<file path="src/hw/rtl/clp_pkg.sv">
`timescale 1ns / 1ps
// ----------------------------------------------------------------------------
// clp_pkg
// Shared types, constants and a helper function of the coordinate line parser.
// ----------------------------------------------------------------------------
package clp_pkg;

    localparam int LINE_CAP       = 64;
    localparam int COORD_BITS     = 16;
    localparam int COORD_FIELD_W  = 16;
    localparam int CNT_W          = $clog2(LINE_CAP);
    localparam int MAG_W          = COORD_BITS;
    localparam int PROD_W         = COORD_BITS + 4;
    localparam int KW_LEN         = 8;
    localparam int KW_IDX_W       = $clog2(KW_LEN);

    localparam logic [MAG_W-1:0] MAG_LIMIT = {1'b1, {(MAG_W-1){1'b0}}};
    localparam logic [MAG_W-1:0] MAG_MAX_POS = MAG_LIMIT - MAG_W'(1);

    localparam logic [7:0] CHAR_NUL   = 8'h00;
    localparam logic [7:0] CHAR_TAB   = 8'h09;
    localparam logic [7:0] CHAR_LF    = 8'h0A;
    localparam logic [7:0] CHAR_CR    = 8'h0D;
    localparam logic [7:0] CHAR_SPACE = 8'h20;
    localparam logic [7:0] CHAR_PLUS  = 8'h2B;
    localparam logic [7:0] CHAR_COMMA = 8'h2C;
    localparam logic [7:0] CHAR_MINUS = 8'h2D;
    localparam logic [7:0] CHAR_ZERO  = 8'h30;
    localparam logic [7:0] CHAR_NINE  = 8'h39;

    // "Sweeping"
    localparam logic [7:0] KEYWORD [KW_LEN] = '{
        8'h53, 8'h77, 8'h65, 8'h65, 8'h70, 8'h69, 8'h6E, 8'h67
    };

    typedef enum logic [1:0] {
        KIND_RX_BYTE      = 2'd0,
        KIND_FETCH_COORDS = 2'd1,
        KIND_FETCH_LOST   = 2'd2
    } kind_t;

    typedef enum logic [1:0] {
        PH_SKIP   = 2'd0,
        PH_DIGITS = 2'd1,
        PH_DONE   = 2'd2
    } num_phase_t;

    typedef struct packed {
        num_phase_t       phase;
        logic             neg;
        logic [MAG_W-1:0] mag;
    } num_state_t;

    // Line end report from the framer to the flag and coordinate logic.
    typedef struct packed {
        logic       fire;
        logic       keyword;
        logic       comma;
        num_state_t first;
        num_state_t second;
    } line_end_t;

    // Turn a saturated magnitude and sign into a signed coordinate.
    function automatic logic signed [COORD_BITS-1:0] num_value(input num_state_t n);
        logic [MAG_W-1:0] m;
        begin
            if (n.neg) begin
                m = ~n.mag + MAG_W'(1);
            end else if (n.mag > MAG_MAX_POS) begin
                m = MAG_MAX_POS;
            end else begin
                m = n.mag;
            end
            return $signed(m);
        end
    endfunction

endpackage

</file>
<file path="src/hw/rtl/coordinate_line_parser_core.sv">
`timescale 1ns / 1ps
// ----------------------------------------------------------------------------
// coordinate_line_parser_core
// Frames received characters into lines, parses "x,y" coordinates and the
// target lost keyword, and answers coordinate and lost-flag fetch requests.
// ----------------------------------------------------------------------------
// Flow: an accepted request waits in the input register and is processed from
//   there; a fetch result is then registered and presented on m_.
// Throughput: one request per cycle, limited only by m_tready on fetches.
// Reset: synchronous on aresetn low; clears the line state, held coordinates,
//   both flags and the valid bits of the input and result registers.
// ----------------------------------------------------------------------------
module coordinate_line_parser_core
    import clp_pkg::*;
(
    input  logic        aclk,
    input  logic        aresetn,

    input  logic        s_tvalid,
    output logic        s_tready,
    input  logic [7:0]  s_tdata,    // [7:0] rx_byte
    input  logic [1:0]  s_tuser,    // [1:0] kind

    output logic        m_tvalid,
    input  logic        m_tready,
    output logic [31:0] m_tdata,    // [15:0] coord_x, [31:16] coord_y
    output logic [1:0]  m_tuser     // [0] coords_ready, [1] lost_seen
);

    // Input register: hold one request until it can be processed.
    logic                          in_valid_reg, in_valid_next;
    kind_t                         in_kind_reg;
    logic [7:0]                    in_byte_reg;

    // Held results and sticky flags.
    logic signed [COORD_BITS-1:0]  held_x_reg,   held_x_next;
    logic signed [COORD_BITS-1:0]  held_y_reg,   held_y_next;
    logic                          new_reg,      new_next;
    logic                          lost_reg,     lost_next;

    // Result register.
    logic                          out_valid_reg, out_valid_next;
    logic                          out_ready_reg, out_ready_next;
    logic                          out_lost_reg,  out_lost_next;
    logic [COORD_FIELD_W-1:0]      out_x_reg,     out_x_next;
    logic [COORD_FIELD_W-1:0]      out_y_reg,     out_y_next;

    logic      is_fetch_coords;
    logic      is_fetch_lost;
    logic      is_fetch;
    logic      out_free;
    logic      advance;
    logic      byte_strobe;
    line_end_t line_end;
    logic      coords_end;

    assign is_fetch_coords = (in_kind_reg == KIND_FETCH_COORDS);
    assign is_fetch_lost   = (in_kind_reg == KIND_FETCH_LOST);
    assign is_fetch        = is_fetch_coords || is_fetch_lost;

    // The result register frees up this cycle if it is empty or being taken.
    assign out_free = !out_valid_reg || m_tready;

    // Process the held request unless it is a fetch blocked by a full output.
    assign advance     = in_valid_reg && (!is_fetch || out_free);
    assign byte_strobe = advance && (in_kind_reg == KIND_RX_BYTE);
    assign s_tready    = !in_valid_reg || advance;

    clp_line u_line (
        .aclk        (aclk),
        .aresetn     (aresetn),
        .byte_strobe (byte_strobe),
        .char_in     (in_byte_reg),
        .line_end    (line_end)
    );

    // A keyword line wins over a comma line.
    assign coords_end = line_end.fire && !line_end.keyword && line_end.comma;

    always_comb begin
        in_valid_next = in_valid_reg;
        if (s_tvalid && s_tready) begin
            in_valid_next = 1'b1;
        end else if (advance) begin
            in_valid_next = 1'b0;
        end
    end

    always_comb begin
        held_x_next = held_x_reg;
        held_y_next = held_y_reg;
        new_next    = new_reg;
        lost_next   = lost_reg;
        if (line_end.fire && line_end.keyword) begin
            lost_next = 1'b1;
        end else if (coords_end) begin
            held_x_next = num_value(line_end.first);
            held_y_next = num_value(line_end.second);
            new_next    = 1'b1;
            lost_next   = 1'b0;
        end
        // Fetches read and clear their flag.
        if (advance && is_fetch_coords) begin
            new_next = 1'b0;
        end
        if (advance && is_fetch_lost) begin
            lost_next = 1'b0;
        end
    end

    always_comb begin
        out_valid_next = out_valid_reg;
        out_ready_next = out_ready_reg;
        out_lost_next  = out_lost_reg;
        out_x_next     = out_x_reg;
        out_y_next     = out_y_reg;
        if (advance && is_fetch) begin
            out_valid_next = 1'b1;
            out_ready_next = is_fetch_coords && new_reg;
            out_lost_next  = is_fetch_lost && lost_reg;
            out_x_next     = (is_fetch_coords && new_reg) ?
                             COORD_FIELD_W'(held_x_reg) : '0;
            out_y_next     = (is_fetch_coords && new_reg) ?
                             COORD_FIELD_W'(held_y_reg) : '0;
        end else if (m_tready) begin
            out_valid_next = 1'b0;
        end
    end

    always_ff @(posedge aclk) begin
        if (!aresetn) begin
            in_valid_reg  <= 1'b0;
            held_x_reg    <= '0;
            held_y_reg    <= '0;
            new_reg       <= 1'b0;
            lost_reg      <= 1'b0;
            out_valid_reg <= 1'b0;
        end else begin
            in_valid_reg  <= in_valid_next;
            held_x_reg    <= held_x_next;
            held_y_reg    <= held_y_next;
            new_reg       <= new_next;
            lost_reg      <= lost_next;
            out_valid_reg <= out_valid_next;
        end
    end

    // Payload registers: no reset needed.
    always_ff @(posedge aclk) begin
        if (s_tvalid && s_tready) begin
            in_kind_reg <= kind_t'(s_tuser);
            in_byte_reg <= s_tdata;
        end
        out_ready_reg <= out_ready_next;
        out_lost_reg  <= out_lost_next;
        out_x_reg     <= out_x_next;
        out_y_reg     <= out_y_next;
    end

    assign m_tvalid = out_valid_reg;
    assign m_tdata  = {out_y_reg, out_x_reg};
    assign m_tuser  = {out_lost_reg, out_ready_reg};

    // A result never reports both flags at once.
    assert property (@(posedge aclk) disable iff (!aresetn)
        m_tvalid |-> !(m_tuser[0] && m_tuser[1]))
        else $error("result carries both coords_ready and lost_seen");

    // Coordinates are zero unless new coordinates are reported.
    assert property (@(posedge aclk) disable iff (!aresetn)
        (m_tvalid && !m_tuser[0]) |-> (m_tdata == '0))
        else $error("coordinates nonzero without coords_ready");

    // A processed coordinate fetch clears the pending flag.
    assert property (@(posedge aclk) disable iff (!aresetn)
        (advance && is_fetch_coords) |=> !new_reg)
        else $error("new-coordinates flag survived a fetch");

    // A processed lost fetch clears the lost flag.
    assert property (@(posedge aclk) disable iff (!aresetn)
        (advance && is_fetch_lost) |=> !lost_reg)
        else $error("lost flag survived a fetch");

    // A coordinate line sets new data and clears the lost flag.
    assert property (@(posedge aclk) disable iff (!aresetn)
        coords_end |=> (new_reg && !lost_reg))
        else $error("coordinate line did not update flags");

endmodule

</file>
<file path="src/hw/rtl/clp_number.sv">
`timescale 1ns / 1ps
// ----------------------------------------------------------------------------
// clp_number
// Next-state logic of one integer field: skip whitespace, take one sign,
// accumulate decimal digits with saturation, stop at the first non-digit.
// ----------------------------------------------------------------------------
module clp_number
    import clp_pkg::*;
(
    input  num_state_t  cur,
    input  logic [7:0]  char_in,
    output num_state_t  nxt
);

    logic              is_digit;
    logic              is_space;
    logic [PROD_W-1:0] acc;
    logic [MAG_W-1:0]  acc_sat;

    assign is_digit = (char_in >= CHAR_ZERO) && (char_in <= CHAR_NINE);
    assign is_space = (char_in == CHAR_SPACE) ||
                      ((char_in >= CHAR_TAB) && (char_in <= CHAR_CR));

    // mag * 10 + digit, as two shifts and two adds
    assign acc = (PROD_W'(cur.mag) << 3) + (PROD_W'(cur.mag) << 1)
               + PROD_W'(char_in[3:0]);
    assign acc_sat = (acc > PROD_W'(MAG_LIMIT)) ? MAG_LIMIT : acc[MAG_W-1:0];

    always_comb begin
        nxt = cur;
        unique case (cur.phase)
            PH_SKIP: begin
                if (is_space) begin
                    nxt = cur;
                end else if ((char_in == CHAR_PLUS) || (char_in == CHAR_MINUS)) begin
                    nxt.neg   = (char_in == CHAR_MINUS);
                    nxt.phase = PH_DIGITS;
                end else if (is_digit) begin
                    nxt.phase = PH_DIGITS;
                    nxt.mag   = acc_sat;
                end else begin
                    nxt.phase = PH_DONE;
                end
            end
            PH_DIGITS: begin
                if (is_digit) begin
                    nxt.mag = acc_sat;
                end else begin
                    nxt.phase = PH_DONE;
                end
            end
            PH_DONE: begin
                nxt = cur;
            end
            default: begin
                nxt = cur;
            end
        endcase
    end

endmodule

</file>
<file path="src/hw/rtl/clp_line.sv">
`timescale 1ns / 1ps
// ----------------------------------------------------------------------------
// clp_line
// Line framer: counts characters, tracks the keyword match and the first
// comma, runs both number fields, and reports each non-empty line end.
// ----------------------------------------------------------------------------
module clp_line
    import clp_pkg::*;
(
    input  logic        aclk,
    input  logic        aresetn,
    input  logic        byte_strobe,
    input  logic [7:0]  char_in,
    output line_end_t   line_end
);

    logic [CNT_W-1:0]    count_reg,   count_next;
    logic                zero_reg,    zero_next;
    logic [KW_IDX_W-1:0] match_reg,   match_next;
    logic                keyword_reg, keyword_next;
    logic                comma_reg,   comma_next;
    num_state_t          first_reg,   first_next;
    num_state_t          second_reg,  second_next;

    num_state_t          first_fed;
    num_state_t          second_fed;
    logic                is_eol;

    clp_number u_first (
        .cur     (first_reg),
        .char_in (char_in),
        .nxt     (first_fed)
    );

    clp_number u_second (
        .cur     (second_reg),
        .char_in (char_in),
        .nxt     (second_fed)
    );

    assign is_eol = (char_in == CHAR_LF) || (char_in == CHAR_CR);

    assign line_end.fire    = byte_strobe && is_eol && (count_reg != '0);
    assign line_end.keyword = keyword_reg;
    assign line_end.comma   = comma_reg;
    assign line_end.first   = first_reg;
    assign line_end.second  = second_reg;

    always_comb begin
        count_next   = count_reg;
        zero_next    = zero_reg;
        match_next   = match_reg;
        keyword_next = keyword_reg;
        comma_next   = comma_reg;
        first_next   = first_reg;
        second_next  = second_reg;
        if (byte_strobe) begin
            if (is_eol) begin
                if (count_reg != '0) begin
                    count_next   = '0;
                    zero_next    = 1'b0;
                    match_next   = '0;
                    keyword_next = 1'b0;
                    comma_next   = 1'b0;
                    first_next   = '0;
                    second_next  = '0;
                end
            end else if (count_reg < CNT_W'(LINE_CAP - 1)) begin
                count_next = count_reg + CNT_W'(1);
                if (char_in == CHAR_NUL) begin
                    zero_next = 1'b1;
                end else if (!zero_reg) begin
                    if (!keyword_reg) begin
                        if (char_in == KEYWORD[match_reg]) begin
                            if (match_reg == KW_IDX_W'(KW_LEN - 1)) begin
                                keyword_next = 1'b1;
                                match_next   = '0;
                            end else begin
                                match_next = match_reg + KW_IDX_W'(1);
                            end
                        end else begin
                            match_next = (char_in == KEYWORD[0]) ? KW_IDX_W'(1) : '0;
                        end
                    end
                    if (!comma_reg && (char_in == CHAR_COMMA)) begin
                        comma_next = 1'b1;
                    end else if (!comma_reg) begin
                        first_next = first_fed;
                    end else begin
                        second_next = second_fed;
                    end
                end
            end else begin
                // overlong line: drop it along with this byte
                count_next   = '0;
                zero_next    = 1'b0;
                match_next   = '0;
                keyword_next = 1'b0;
                comma_next   = 1'b0;
                first_next   = '0;
                second_next  = '0;
            end
        end
    end

    always_ff @(posedge aclk) begin
        if (!aresetn) begin
            count_reg   <= '0;
            zero_reg    <= 1'b0;
            match_reg   <= '0;
            keyword_reg <= 1'b0;
            comma_reg   <= 1'b0;
            first_reg   <= '0;
            second_reg  <= '0;
        end else begin
            count_reg   <= count_next;
            zero_reg    <= zero_next;
            match_reg   <= match_next;
            keyword_reg <= keyword_next;
            comma_reg   <= comma_next;
            first_reg   <= first_next;
            second_reg  <= second_next;
        end
    end

endmodule
</file>
<file path="config.mk">
export PLATFORM = sky130hd
export DESIGN_NAME = coordinate_line_parser_core
export DESIGN_NICKNAME = d
export VERILOG_FILES = /design/src/hw/rtl/clp_pkg.sv /design/src/hw/rtl/coordinate_line_parser_core.sv /design/src/hw/rtl/clp_number.sv /design/src/hw/rtl/clp_line.sv
export SDC_FILE = /design/constraint.sdc
export NUM_CORES = 1
export LEC_CHECK = 0
export BUFFER_PORTS_ARGS = -buffer_cell sky130_fd_sc_hd__buf_2
export CELL_PAD_IN_SITES_DETAIL_PLACEMENT = 2
export CELL_PAD_IN_SITES_GLOBAL_PLACEMENT = 2
export CORE_UTILIZATION = 25
export DETAILED_ROUTE_END_ITERATION = 8
export PLACE_DENSITY = 0.52
export SYNTH_ARGS = -nofsm -noshare
export SYNTH_HDL_FRONTEND = slang
export SYNTH_SLANG_ARGS = --single-unit
export TNS_END_PERCENT = 100
</file>
<file path="constraint.sdc">
create_clock -name aclk -period 7.65 [get_ports aclk]
set_clock_uncertainty 0.05 [all_clocks]
set_input_delay 1.9125 -clock aclk [delete_from_list [all_inputs] [get_ports aclk]]
set_output_delay 1.9125 -clock aclk [all_outputs]
set_load 0.02 [all_outputs]
</file>
## Word-level counts from Yosys, hierarchy flattened

Memories as Yosys holds them, arrays and structs flattened.
Index checks and enable logic that the tools add are counted.
Widths: inputs -> output; s select.

- Register bits after elaboration: 130
- Latch bits: 0
- RAM bits: 0
- ROM bits: 64
- Input bits: 14
- Output and inout port bits: 36
- Word-level logic and storage cells: 202
- Memories kept: 1

Memory list:

| memory | words | width | rd ports | clocked after memory_dff | wr ports | line | text |
|---|---|---|---|---|---|---|---|
| (name not given) | 8 | 8 | 1 | 0 | 0 | clp_line.sv:74 | `if (char_in == KEYWORD[match_reg]) begin` |

- Add/sub/neg operators: 8
- $mul: 0
- Divide/modulo/power cells: 0
- Order comparisons: 10
- Equal/unequal tests: 34
- Shifts and indexed selects: 0
- Mux-type cells: 71
- Bitwise logic cells: 5
- Reduce and logical (&&, ||, !) cells: 50

Operators by type and width:

| operator | number |
|---|---|
| $mux 19 | 15 |
| $mux 16 | 10 |
| $pmux 16 s2 | 2 |
| $reduce_and 9->1 | 6 |
| $add 19x17->20 | 2 |
| $add 20x4->20 | 2 |
| $gt 20x16->1 const B | 2 |
| $add 16x1->16 const B | 2 |
| $eq 8x6->1 const B | 4 |
| $gt 16x15->1 const B | 2 |
| $ne 4x3->1 const B | 8 |
| $not 16->16 | 2 |
| $mux 1 | 26 |
| $mux 3 | 8 |
| $ne 3x2->1 const B | 8 |
| $mux 6 | 3 |
| $eq 8x4->1 const B | 2 |
| $logic_and 1x1->1 | 16 |
| $mux 8 | 2 |
| $reduce_and 5->1 | 2 |
| $ne 3x3->1 const B | 3 |
| $eq 8x7->1 const B | 1 |
| $eq 8x8->1 | 1 |
| $ge 8x4->1 const B | 1 |
| 26 further kinds | 48 |

## Logic depth before layout (Yosys ltp)

Gate-level depths: netlist (run 1).

- Depth in word-level cells: 14
- Mapped depth: 11

## By module

A second synthesis (run 1) with hierarchy kept.

- Cell total of the unflattened synthesis: 1038
- Area, all modules: 9399.0 um^2

By module, submodules not included:

| module | times used | cells each | area an instance (um^2) | sequential area each (um^2) |
|---|---|---|---|---|
| coordinate_line_parser_core | 1 | 308 | 3485.8 | 2042.0 |
| clp_line | 1 | 288 | 2585.0 | 1001.0 |
| clp_number at u_line.u_first | 1 | 234 | 1684.1 | 0.0 |
| clp_number at u_line.u_second | 1 | 208 | 1644.1 | 0.0 |

## Worst setup path after synthesis (run 1)

Ideal clock, no wire load.

- Path type: input -> output
- Start point: input m_tready
- End point: output s_tready
- Arrival time: 2.232 ns
- Data required time: 5.688 ns
- Path slack: 3.456 ns
- Stages: 1
- Cells stage by stage: nand4b_1

- Cells in the longest elaborated chain, start to end: 4

RTL lines:

| item | line | text |
|---|---|---|
| start, declared | coordinate_line_parser_core.sv:25 | `input logic m_tready,` |
| $logic_or 1x1->1 | coordinate_line_parser_core.sv:62 | `assign out_free = !out_valid_reg \|\| m_tready;` |
| $logic_or 1x1->1 | coordinate_line_parser_core.sv:65 | `assign advance = in_valid_reg && (!is_fetch \|\| out_free);` |
| $logic_and 1x1->1 | coordinate_line_parser_core.sv:65 |  |
| $logic_or 1x1->1 | coordinate_line_parser_core.sv:67 | `assign s_tready = !in_valid_reg \|\| advance;` |
| end, declared | coordinate_line_parser_core.sv:20 | `output logic s_tready,` |

No other way between the ends.

## Worst setup path in the final report (run 1)

Same ends and word-level chain as after synthesis.

==> qor.yml, run 1 <==
status:
  status: "completed"
sta:
  finalSetupViolations: 0
  hold_viol_final: 0
  rsz0062_at_grt: "false"
  period_share_pct: 57.11
  finalWorstSetupSlack_ps: 3281
  max_freq_mhz: 228.9
  slew_viol_final: 0
  worstMarginPinSlew_ps: 1145
  min_period_ps: 4369
  max-slew-margin-rel_pct: 23.56
  fin_setup_tns_ps: 0
hold_path:
  min_path_cells: 2
  hold_path_class: "reg2reg"
  hp-start: "held_x_reg[13]"
  hold_path_end: "held_x_reg[13]"
critical_path:
  critPathMostFrequentCell: "buf_2"
  ff2ff_path_depth: 10
  reg2reg_slack_ps: 3360
  critical-path-top-delay-family: "buffers and inverters"
  cp_max_fo: 3
  worstSetupEndpointType: "output pin"
  arrival_ps: 2410
  cp.required_ps: 5690
  crit_chain: "buf_2 > nand4b_1 > buf_2"
  critPathSlowestCell: "nand4b_1"
  start_kind: "primary input"
  r2r-start: "in_byte_reg[2]"
  slowest_delay_ps: 200
  worst-path-buf-inv: 2
  rr_endpoint: "u_line.line_end[21]"
  criticalPathCategory: "in2out"
grt:
  grt_max_degree: 58
  grt_antenna_before_repair: 0
  met1_usage_pct: 23.77
  first_global_vias: 8184
  grt_overflow: 0
  grt_first_pass_wirelength_um: 48140
  busiest_layer: "met2"
  grt_util_met2_pct: 27.95
  use_met3_pct: 2.785
  grt_usage_pct: 17.27
layout:
  fillerInstances: 3902
  nets: 1111
  instances_no_fill: 1486
  largest_register_ffs: 38
  seqCellArea_mm2: 0.003043
  layout_common_cells: "86 x dfxtp_1, 81 x nand2_1, 75 x ha_1, 64 x a21oi_1, 61 x nor2_1"
  n_antenna_cell: 0
  layout_commonest_cell: "dfxtp_1"
  area_growth_pct: 14.10
  drive_above_1_share_pct: 11.35
  final_util_pct: 29.06
  multi_input_area_mm2: 0.005448
yosys:
  yosys-top-cells-area: "dfxtp_1 20%, edfxtp_1 15%, ha_1 11%, a21oi_1 3.6%, nand2_1 3.4%"
  async_reset_ff_share_pct: 0
  synth_seq_area_share_pct: 34.50
  yosysTopAreaCellShare_pct: 19.52
  syn-num-nets: 1086
  synth.distinct_cells: 73
  syn_area_per_cell_um2: 8.883
  yosys.area.top_type: "dfxtp_1"
  syn_inst: 993
  synth_edf_count: 44
  synth_area_mm2: 0.008821
  yosysWarnings: 0
  ys.flop_type: "dfxtp_1"
  ys_seq_elements: 130
clocking:
  cts_root_buffer: "clkbuf_16"
  clk_pin_slew_worst_paths_ps: 60
  cts_tree: "yes"
  htreeDepth: 4
  cts.sinks: 130
  post-cts-setup-buffers: 0
  cts.path.max_buffers: 2
  cts_hold_buf: 0
  clock_latency_ps: 450
  cts_buffers: 17
  post_cts_resized: 0
detailed_routing:
  drt-vias-per-instance: 5.227
  vias: 7768
  drtIter0Drc: 340
  drc: 0
  totalWireLength_um: 29990
  drt-wirelength-per-cell_um: 20.18
  drtAntennaViolNets: 0
  drt-pass1-iter-count: 4
place:
  gp_congestion: 0.7334
  dp_hpwl_um: 22150
  pre_cts_slack_ps: 2914
  portBuffers: 49
  placed_cells: 1454
floorplan:
  fp.dieArea_mm2: 0.03604
  io_pins: 50
  die_h_um: 189.8
  die_w_um: 189.8
  start_util_pct: 25.47
  core_mm2: 0.03463
  rows: 68
power:
  ir_worst_vdd_mv: 0.1714
  powerDensity_mw_per_mm2: 164.4
  leakage_uw: 0.003975
flow_run:
  cap_violations: 0
[cells in the mapped netlist, drive strengths merged, types with 6 or more instances]
| master | n |
|---|---|
| xnor2 | 14 |
| nand4 | 21 |
| nor2 | 61 |
| nor2b | 33 |
| o21a | 6 |
| edfxtp | 44 |
| a211oi | 28 |
| mux2i | 11 |
| a21boi | 14 |
| a31oi | 13 |
| dfxtp | 86 |
| nor3 | 28 |
| nand3 | 23 |
| or3 | 10 |
| buf | 15 |
| and2 | 15 |
| or2 | 8 |
| a311oi | 12 |
| inv | 31 |
| ha | 75 |
| and4 | 11 |
| nor4 | 6 |
| a21oi | 64 |
| clkbuf | 34 |
| a21o | 20 |
| xor2 | 12 |
| nand2 | 81 |
| o31ai | 26 |
| nand2b | 9 |
| o21ai | 43 |
| and3 | 48 |
[cells by family after synthesis]
group           Yosys count  share of synthesized area, %
compound gates          286                         22.85
buf+inv                  80                         3.759
mux                      13                         1.504
simple gates            379                         23.26
fa+ha+maj                79                         11.55
xor+xnor                 26                         2.582
flops                   130                         34.50
[worst register-to-register path, cell delays in order (launching register included)]
cell and delay [ps]:
edfxtp_1 750, ha_1 350, ha_1 220, fa_1 430
a21o_1 210, a221oi_1 520, o21ai_0 220, mux2i_1 180
o2111a_1 250, nand4b_1 560, o31ai_1 460
[how the worst max path moves through the flow]
stage | startpoint | to | slack [ps] | cells after the start
2_1_floorplan | m_tready | s_tready | 3460 | 1
3_3_place_gp | m_tready | u_line.line_end[21] | 3080 | 8
3_5_place_dp | m_tready | u_line.line_end[22] | 2910 | 8
4_1_cts | m_tready | s_tready | 3280 | 3
5_1_grt | in_byte_reg[2] | u_line.line_end[21] | 3010 | 10
6_report | m_tready | s_tready | 3280 | 3
[power breakdown]
group	switching (uW)	internal, uW
combinational	45.0	22.3
sequential	12.2	726
clock	360	489
[per-stage QoR]
stage,area [um2],hold WS (ps),power [uW]
global route,10060,441.6,1715
finish,10060,415.3,1655
CTS,10060,420.6,1688
detailed placement,9467,411.7,823.2
floorplan,8821,386.1,793.6
global placement,9467,403.1,821.6
[metal layers]
metal	share of wire, %	routed length, um	vias to the layer above
li1	-	-	3816
met1	51	15320	3861
met2	46	13820	71
met3	1.9	576	20
met4	0.90	269	0
met5	0	0	-
[cell type report]
cell class	count	area share, %
well taps	455	5.656
flip-flops and latches	130	30.23
clock buffers	17	4.227
multi-input cells	783	54.13
repair buffers	55	2.884
clock inverters	15	1.716
inverters	31	1.156
Power figures use the tool's default switching activity.
==> run 2: changes to the inputs <==
--- a/config.mk
+++ b/config.mk
@@ -5,12 +5,13 @@
 export SDC_FILE = /design/constraint.sdc
 export NUM_CORES = 1
 export LEC_CHECK = 0
+export ABC_AREA = 1
 export BUFFER_PORTS_ARGS = -buffer_cell sky130_fd_sc_hd__buf_2
 export CELL_PAD_IN_SITES_DETAIL_PLACEMENT = 2
 export CELL_PAD_IN_SITES_GLOBAL_PLACEMENT = 2
 export CORE_UTILIZATION = 25
 export DETAILED_ROUTE_END_ITERATION = 8
-export PLACE_DENSITY = 0.52
+export PLACE_DENSITY = 0.59
 export SYNTH_ARGS = -nofsm -noshare
 export SYNTH_HDL_FRONTEND = slang
 export SYNTH_SLANG_ARGS = --single-unit
==> constraint.sdc (replaced) <==
create_clock -name aclk -period 3.7 [get_ports aclk]
set_clock_uncertainty 0.05 [all_clocks]
set_input_delay 0.925 -clock aclk [delete_from_list [all_inputs] [get_ports aclk]]
set_output_delay 0.925 -clock aclk [all_outputs]
set_load 0.02 [all_outputs]
==> qor.yml, run 2 <==
floorplan:
  fp.dieArea_mm2: 0.03714  # +3.0%
  io_pins: 50  # unchanged
  die_h_um: 192.7  # +1.5%
  start_util_pct: 25.50  # +0.028 points
  rows: 69  # +1.5%
  die_w_um: 192.7  # +1.5%
  core_mm2: 0.03566  # +3.0%
sta:
  hold_ws_ps: 416.0  # +0.6690 ps
  min_period_ps: 3291
  max_freq_mhz: 303.9
  max-slew-margin-rel_pct: 29.86  # +6.3 points
  rsz0062_at_grt: "false"
  period_share_pct: 88.94
  worstMarginPinSlew_ps: 1050  # -95.39 ps
  hold_viol_final: 0  # unchanged
  finalWorstSetupSlack_ps: 409.3  # -2872 ps
  fin_setup_tns_ps: 0  # unchanged
  slew_viol_final: 0  # unchanged
  finalSetupViolations: 0  # unchanged
critical_path:
  cp.required_ps: 4030  # -1660 ps
  critPathSlowestCell: "edfxtp_1"
  arrival_ps: 3620  # +1210 ps
  worstSetupEndpointType: "register"
  crit_start: "in_byte_reg[2]"
  critPathMostFrequentCell: "nand2_1"
  slowest_delay_ps: 550  # +350 ps
  criticalPathCategory: "reg2reg"
  r2r-start: "in_byte_reg[2]"
  crit_chain: "ha_1 > ha_1 > fa_1 > nand3_1 > nand2_1 > nand2_1 > and2_1 > nand2_1 > nor2_1 > nand2_1 > nor2_1 > nand2_1 > nand2_1 > nand3_1 > a21oi_1"
  start_kind: "register"
  cp_max_fo: 15  # +12
place:
  dp_hpwl_um: 24910  # +12%
  portBuffers: 49  # unchanged
  pre_cts_slack_ps: 359.0  # -2555 ps
  gp_congestion: 0.7627  # +4.0%
  dpl_cell_area_mm2: 0.009812  # +3.6%
grt:
  first_global_vias: 8992  # +9.9%
  grt_overflow: 0  # unchanged
  grt_usage_pct: 17.64  # +0.37 points
  grt_antenna_before_repair: 0  # unchanged
  grt_first_pass_wirelength_um: 50270  # +4.4%
  grt_max_degree: 40  # -31%
layout:
  layout_commonest_cell: "nand2_1"
  nets: 1461  # +32%
  design_area_mm2: 0.01037  # +3.1%
  layout_common_cells: "324 x nand2_1, 190 x inv_1, 153 x nor2_1, 121 x a21oi_1, 117 x nand3_1"
  fillerInstances: 4297  # +10%
  drive_above_1_share_pct: 8.683  # -2.7 points
  largest_register_ffs: 38  # unchanged
  seqCellArea_mm2: 0.003043  # unchanged
  area_growth_pct: 14.09  # about the same
  multi_input_area_mm2: 0.005132  # -5.8%
  n_antenna_cell: 0  # unchanged
clocking:
  post-cts-setup-buffers: 0  # unchanged
  clk_pin_slew_worst_paths_ps: 70  # about the same
  cts_hold_buf: 0  # unchanged
  cts_root_buffer: "clkbuf_16"
  htreeDepth: 4  # unchanged
  clock_latency_ps: 450  # about the same
  post_cts_resized: 0  # unchanged
  cts_tree: "yes"
  cts.sinks: 130  # unchanged
  cts.path.max_buffers: 2  # unchanged
  cts_buffers: 17  # unchanged
power:
  ir_worst_vdd_mv: 0.3217  # +88%
  powerDensity_mw_per_mm2: 317.6  # +93%
  leakage_uw: 0.004799  # +21%
  p_total_uw: 3294  # +99%
yosys:
  synth_area_mm2: 0.009092  # +3.1%
  synth_fa_ha_area_share_pct: 11.06  # -0.48 points
  yosys.area.top_type: "dfxtp_1"
  async_reset_ff_share_pct: 0  # unchanged
  synth.most_common_cell: "nand2_1"
  syn-num-nets: 1417  # +30%
  synth_seq_area_share_pct: 33.47  # -1.0 points
  synthSimpleGateAreaFrac_pct: 32.24  # +9.0 points
  synth.distinct_cells: 49  # -33%
  syn_area_per_cell_um2: 6.862  # -23%
  synth-xor-area-share_pct: 0.9633  # -1.6 points
  syn_inst: 1325  # +33%
  ys.flop_type: "dfxtp_1"
  synth_mux_area_share_pct: 0  # -1.5 points
  yosysWarnings: 0  # unchanged
  synth_edf_count: 44  # unchanged
  yosysTopAreaCellShare_pct: 18.93  # -0.58 points
  synth_common_cells: "324 x nand2_1, 191 x inv_1, 153 x nor2_1"
  synth_top_family_by_area: "simple AND/OR/NAND/NOR gates"
  synth-compound-area-share_pct: 12.18  # -11 points
  yosys-top-cells-area: "dfxtp_1 19%, edfxtp_1 15%, nand2_1 13%, ha_1 10%, inv_1 7.9%"
  ys_seq_elements: 130  # unchanged
detailed_routing:
  drt-pass1-iter-count: 6  # +2
  drtAntennaViolNets: 0  # unchanged
  drtIter0Drc: 352  # +3.5%
  drt-wirelength-per-cell_um: 16.97  # -16%
  drc: 14  # +14
  drt-vias-per-instance: 4.734  # -9.4%
  totalWireLength_um: 31270  # +4.3%
  vias: 8725  # +12%
flow_run:
  cap_violations: 0  # unchanged
hold_path:
  hold_path_class: "reg2reg"
  hp-start: "held_y_reg[11]"
status:
  violations: "design-rule violations"
  status: "complete, but fails checks"
-- run 2: cell count changes after synthesis, sizes merged, moves of 18 or more --
cell	change
a21oi	+57
nand3	+98
nor2b	-33
a21o	-18
a211oi	-20
nand2	+249
nor2	+98
inv	+166
and3	-47
-- run 2: layout make-up --
| cell class | instances | area share, % |
|---|---|---|
| timing repair buffer | 58 | 3.015 |
| sequential | 130 | 29.33 |
| tap | 461 | 5.560 |
| multi-input combinational | 963 | 49.48 |
| clock buffer | 17 | 4.101 |
| inverter | 199 | 7.201 |
| clock inverter | 15 | 1.315 |
-- run 2: power breakdown --
group / leakage [uW] / internal (uW) / switching [uW]
logic: 0.00342 / 35.4 / 92.5
registers: 0.00110 / 1490 / 15.2
clock network: 0.000271 / 888 / 768
-- run 2: worst paths after layout --
path | slack [ps] | cells past startpoint | end
max | 410 | 15 | u_line.line_end[8]
max reg2reg | 410 | 15 | u_line.line_end[8]
min reg2reg | 420 | 2 | held_y_reg[11]
min | 420 | 2 | held_y_reg[11]
-- run 2: metal layers --
layer | vias up | wire length [um] | GRT usage, %
met1 | 4190 | 16240 | 24.89
li1 | 4439 | - | -
met4 | 0 | 267 | 4.270
met2 | 80 | 14030 | 28.15
met5 | - | 0 | 0
met3 | 16 | 736 | 2.310
-- run 2: cell families after synthesis --
group,after synthesis
AO/OA/AOI/OAI,201
XOR/XNOR,10
adder cells (fa/ha/maj),78
buffers and inverters,232
flip-flops,130
AND/OR/NAND/NOR,674
-- run 2: through the flow --
step	cells	utilization [%]
3_5_place_dp	1811	27.52
2_1_floorplan	1325	-
5_1_grt	1843	29.09
4_1_cts	1843	29.09
3_3_place_gp	1811	27.52
6_report	1843	29.09
-- run 2: worst max-delay path, delay by kind of cell (launching register included) --
family                   cells  cell delay (ps)
AND/OR/NAND/NOR             11             1360
adder cells (fa/ha/maj)      3             1110
flip-flops                   1              550
AO/OA/AOI/OAI                1              170
==> run 3: changes to the inputs <==
--- a/config.mk
+++ b/config.mk
@@ -9,6 +9,7 @@
 export BUFFER_PORTS_ARGS = -buffer_cell sky130_fd_sc_hd__buf_2
 export CELL_PAD_IN_SITES_DETAIL_PLACEMENT = 2
 export CELL_PAD_IN_SITES_GLOBAL_PLACEMENT = 2
+export CORE_ASPECT_RATIO = 0.7
 export CORE_UTILIZATION = 25
 export DETAILED_ROUTE_END_ITERATION = 8
 export PLACE_DENSITY = 0.59
==> qor.yml, run 3 (synthesized netlist as in run 2, its figures left out) <==
layout:
  drive_above_1_share_pct: 8.671  # -0.013 points
  n_antenna_cell: 0  # unchanged
  layout_common_cells: "324 x nand2_1, 190 x inv_1, 153 x nor2_1, 121 x a21oi_1, 117 x nand3_1"
  nets: 1463  # +0.14%
  design_area_mm2: 0.01046  # +0.81%
  area_growth_pct: 15.01
  largest_register_ffs: 38  # unchanged
  final_util_pct: 29.17  # +0.076 points
  layout_commonest_cell: "nand2_1"
place:
  pre_cts_slack_ps: 404.2  # +45.20 ps
  gp_congestion: 0.7883  # +3.4%
  dp_hpwl_um: 25940  # +4.2%
  dpl_cell_area_mm2: 0.009851  # +0.40%
  portBuffers: 49  # unchanged
grt:
  grt_first_pass_wirelength_um: 51890  # +3.2%
  grt_overflow: 0  # unchanged
  grt_max_degree: 42  # +5.0%
  grt_antenna_before_repair: 1  # +1
  grt_usage_pct: 17.80  # +0.16 points
  first_global_vias: 9128  # +1.5%
detailed_routing:
  vias: 8728  # +0.034%
  drtAntennaViolNets: 0  # unchanged
  dr_wl_met3_um: 840  # +14%
  drtIter0Drc: 296  # -16%
  wl_met1_um: 18290  # +13%
  wl_met2_um: 12730  # -9.2%
  drt-wirelength-per-cell_um: 17.21  # +1.4%
  drc: 0  # -14
  highest_layer: "met4"
  drt-pass1-iter-count: 4  # -2
  totalWireLength_um: 32080  # +2.6%
  drt-vias-per-instance: 4.682  # -1.1%
floorplan:
  fp.dieArea_mm2: 0.03715  # about the same
  die_w_um: 229.9  # +19%
  rows: 58  # -16%
  core_mm2: 0.03585  # +0.54%
  io_pins: 50  # unchanged
  start_util_pct: 25.36  # -0.14 points
  die_h_um: 161.6  # -16%
power:
  switchingPower_uw: 835.4  # -4.6%
  switching_share_pct: 24.28  # -2.3 points
  pwr-share-seq_pct: 43.8  # -2.0 points
  power.internal_uw: 2606  # +7.7%
  p_clk_share_pct: 52.4  # +2.1 points
  ir_worst_vdd_mv: 0.2739  # -15%
  p_total_uw: 3441  # +4.5%
  powerDensity_mw_per_mm2: 329.1  # +3.6%
  leakage_uw: 0.004827  # +0.60%
  pwr-share-comb_pct: 3.8  # about the same
sta:
  period_share_pct: 87.36  # -1.6 points
  fin_setup_tns_ps: 0  # unchanged
  finalSetupViolations: 0  # unchanged
  worstMarginPinSlew_ps: 1121  # +71.05 ps
  max-slew-margin-rel_pct: 25.11  # -4.7 points
  rsz0062_at_grt: "false"
  finalWorstSetupSlack_ps: 467.7  # +58.30 ps
  max_freq_mhz: 309.4  # +1.8%
  hold_viol_final: 0  # unchanged
  min_period_ps: 3232  # -58.30 ps
  slew_viol_final: 0  # unchanged
clocking:
  cts.path.max_buffers: 2  # unchanged
  htreeDepth: 4  # unchanged
  cts_tree: "yes"
  post-cts-setup-buffers: 0  # unchanged
  cts_hold_buf: 0  # unchanged
  clk_pin_slew_worst_paths_ps: 70  # about the same
  clock_latency_ps: 440  # about the same
  cts.sinks: 130  # unchanged
  cts_root_buffer: "clkbuf_16"
  cts_buffers: 17  # unchanged
  post_cts_resized: 0  # unchanged
critical_path:
  start_kind: "register"
  worstSetupEndpointType: "register"
  cp_max_fo: 15  # unchanged
  criticalPathCategory: "reg2reg"
  cp.required_ps: 4000  # -30 ps
  arrival_ps: 3540  # -80 ps
flow_run:
  cap_violations: 0  # unchanged
hold_path:
  hold_path_class: "reg2reg"
status:
  status: "completed"
==> run 3: metal layers <==
layer	track usage [%]	vias up
li1	-	4441
met2	25.22	84
met5	0	-
met1	27.96	4188
met3	2.719	15
met4	3.191	0
==> run 3: path summary, 6_finish.rpt <==
| check | depth (start not counted) | slack (ps) | end | start |
|---|---|---|---|---|
| max | 14 | 470 | u_line.line_end[3] | in_byte_reg[3] |
| min | 2 | 420 | held_y_reg[13] | held_y_reg[13] |
| max reg2reg | 14 | 470 | u_line.line_end[3] | in_byte_reg[3] |
| min reg2reg | 2 | 420 | held_y_reg[13] | held_y_reg[13] |
==> run 3: critical path, cell delays in order (launching register included) <==
cell      delay [ps]
edfxtp_1         520
fa_1             570
ha_1             330
nand2_1           60
nor2_1           200
nand3_1          130
nand3_1          130
nand2_1           80
nand3_1           90
nand2_1           60
nand2_1          160
inv_1             80
nand2_1          400
nand3_1          140
a21oi_1          160
==> run 3: stage by stage <==
step / cells / hold WS [ps]
floorplan: 1325 / 386.1
global placement: 1832 / 401.4
detailed placement: 1832 / 409.3
CTS: 1864 / 420.4
global route: 1864 / 447.8
finish: 1864 / 419.6
==> run 3: power by group through the flow <==
stage	clock (uW)	sequential, uW	combinational (uW)
final	1800	1510	131
after global routing	1910	1510	147
after CTS	1850	1510	135
after detailed placement	0	1540	134
after global placement	0	1540	132
after floorplan	0	1550	65.5
==> run 3: layout make-up <==
class	count	area (um2)
Sequential cell	130	3043
Timing Repair Buffer	60	327.8
Multi-Input combinational cell	963	5132
Fill cell	4353	25390
Clock inverter	13	173.9
Inverter	199	747.0
Clock buffer	19	432.9
Tap cell	480	600.6
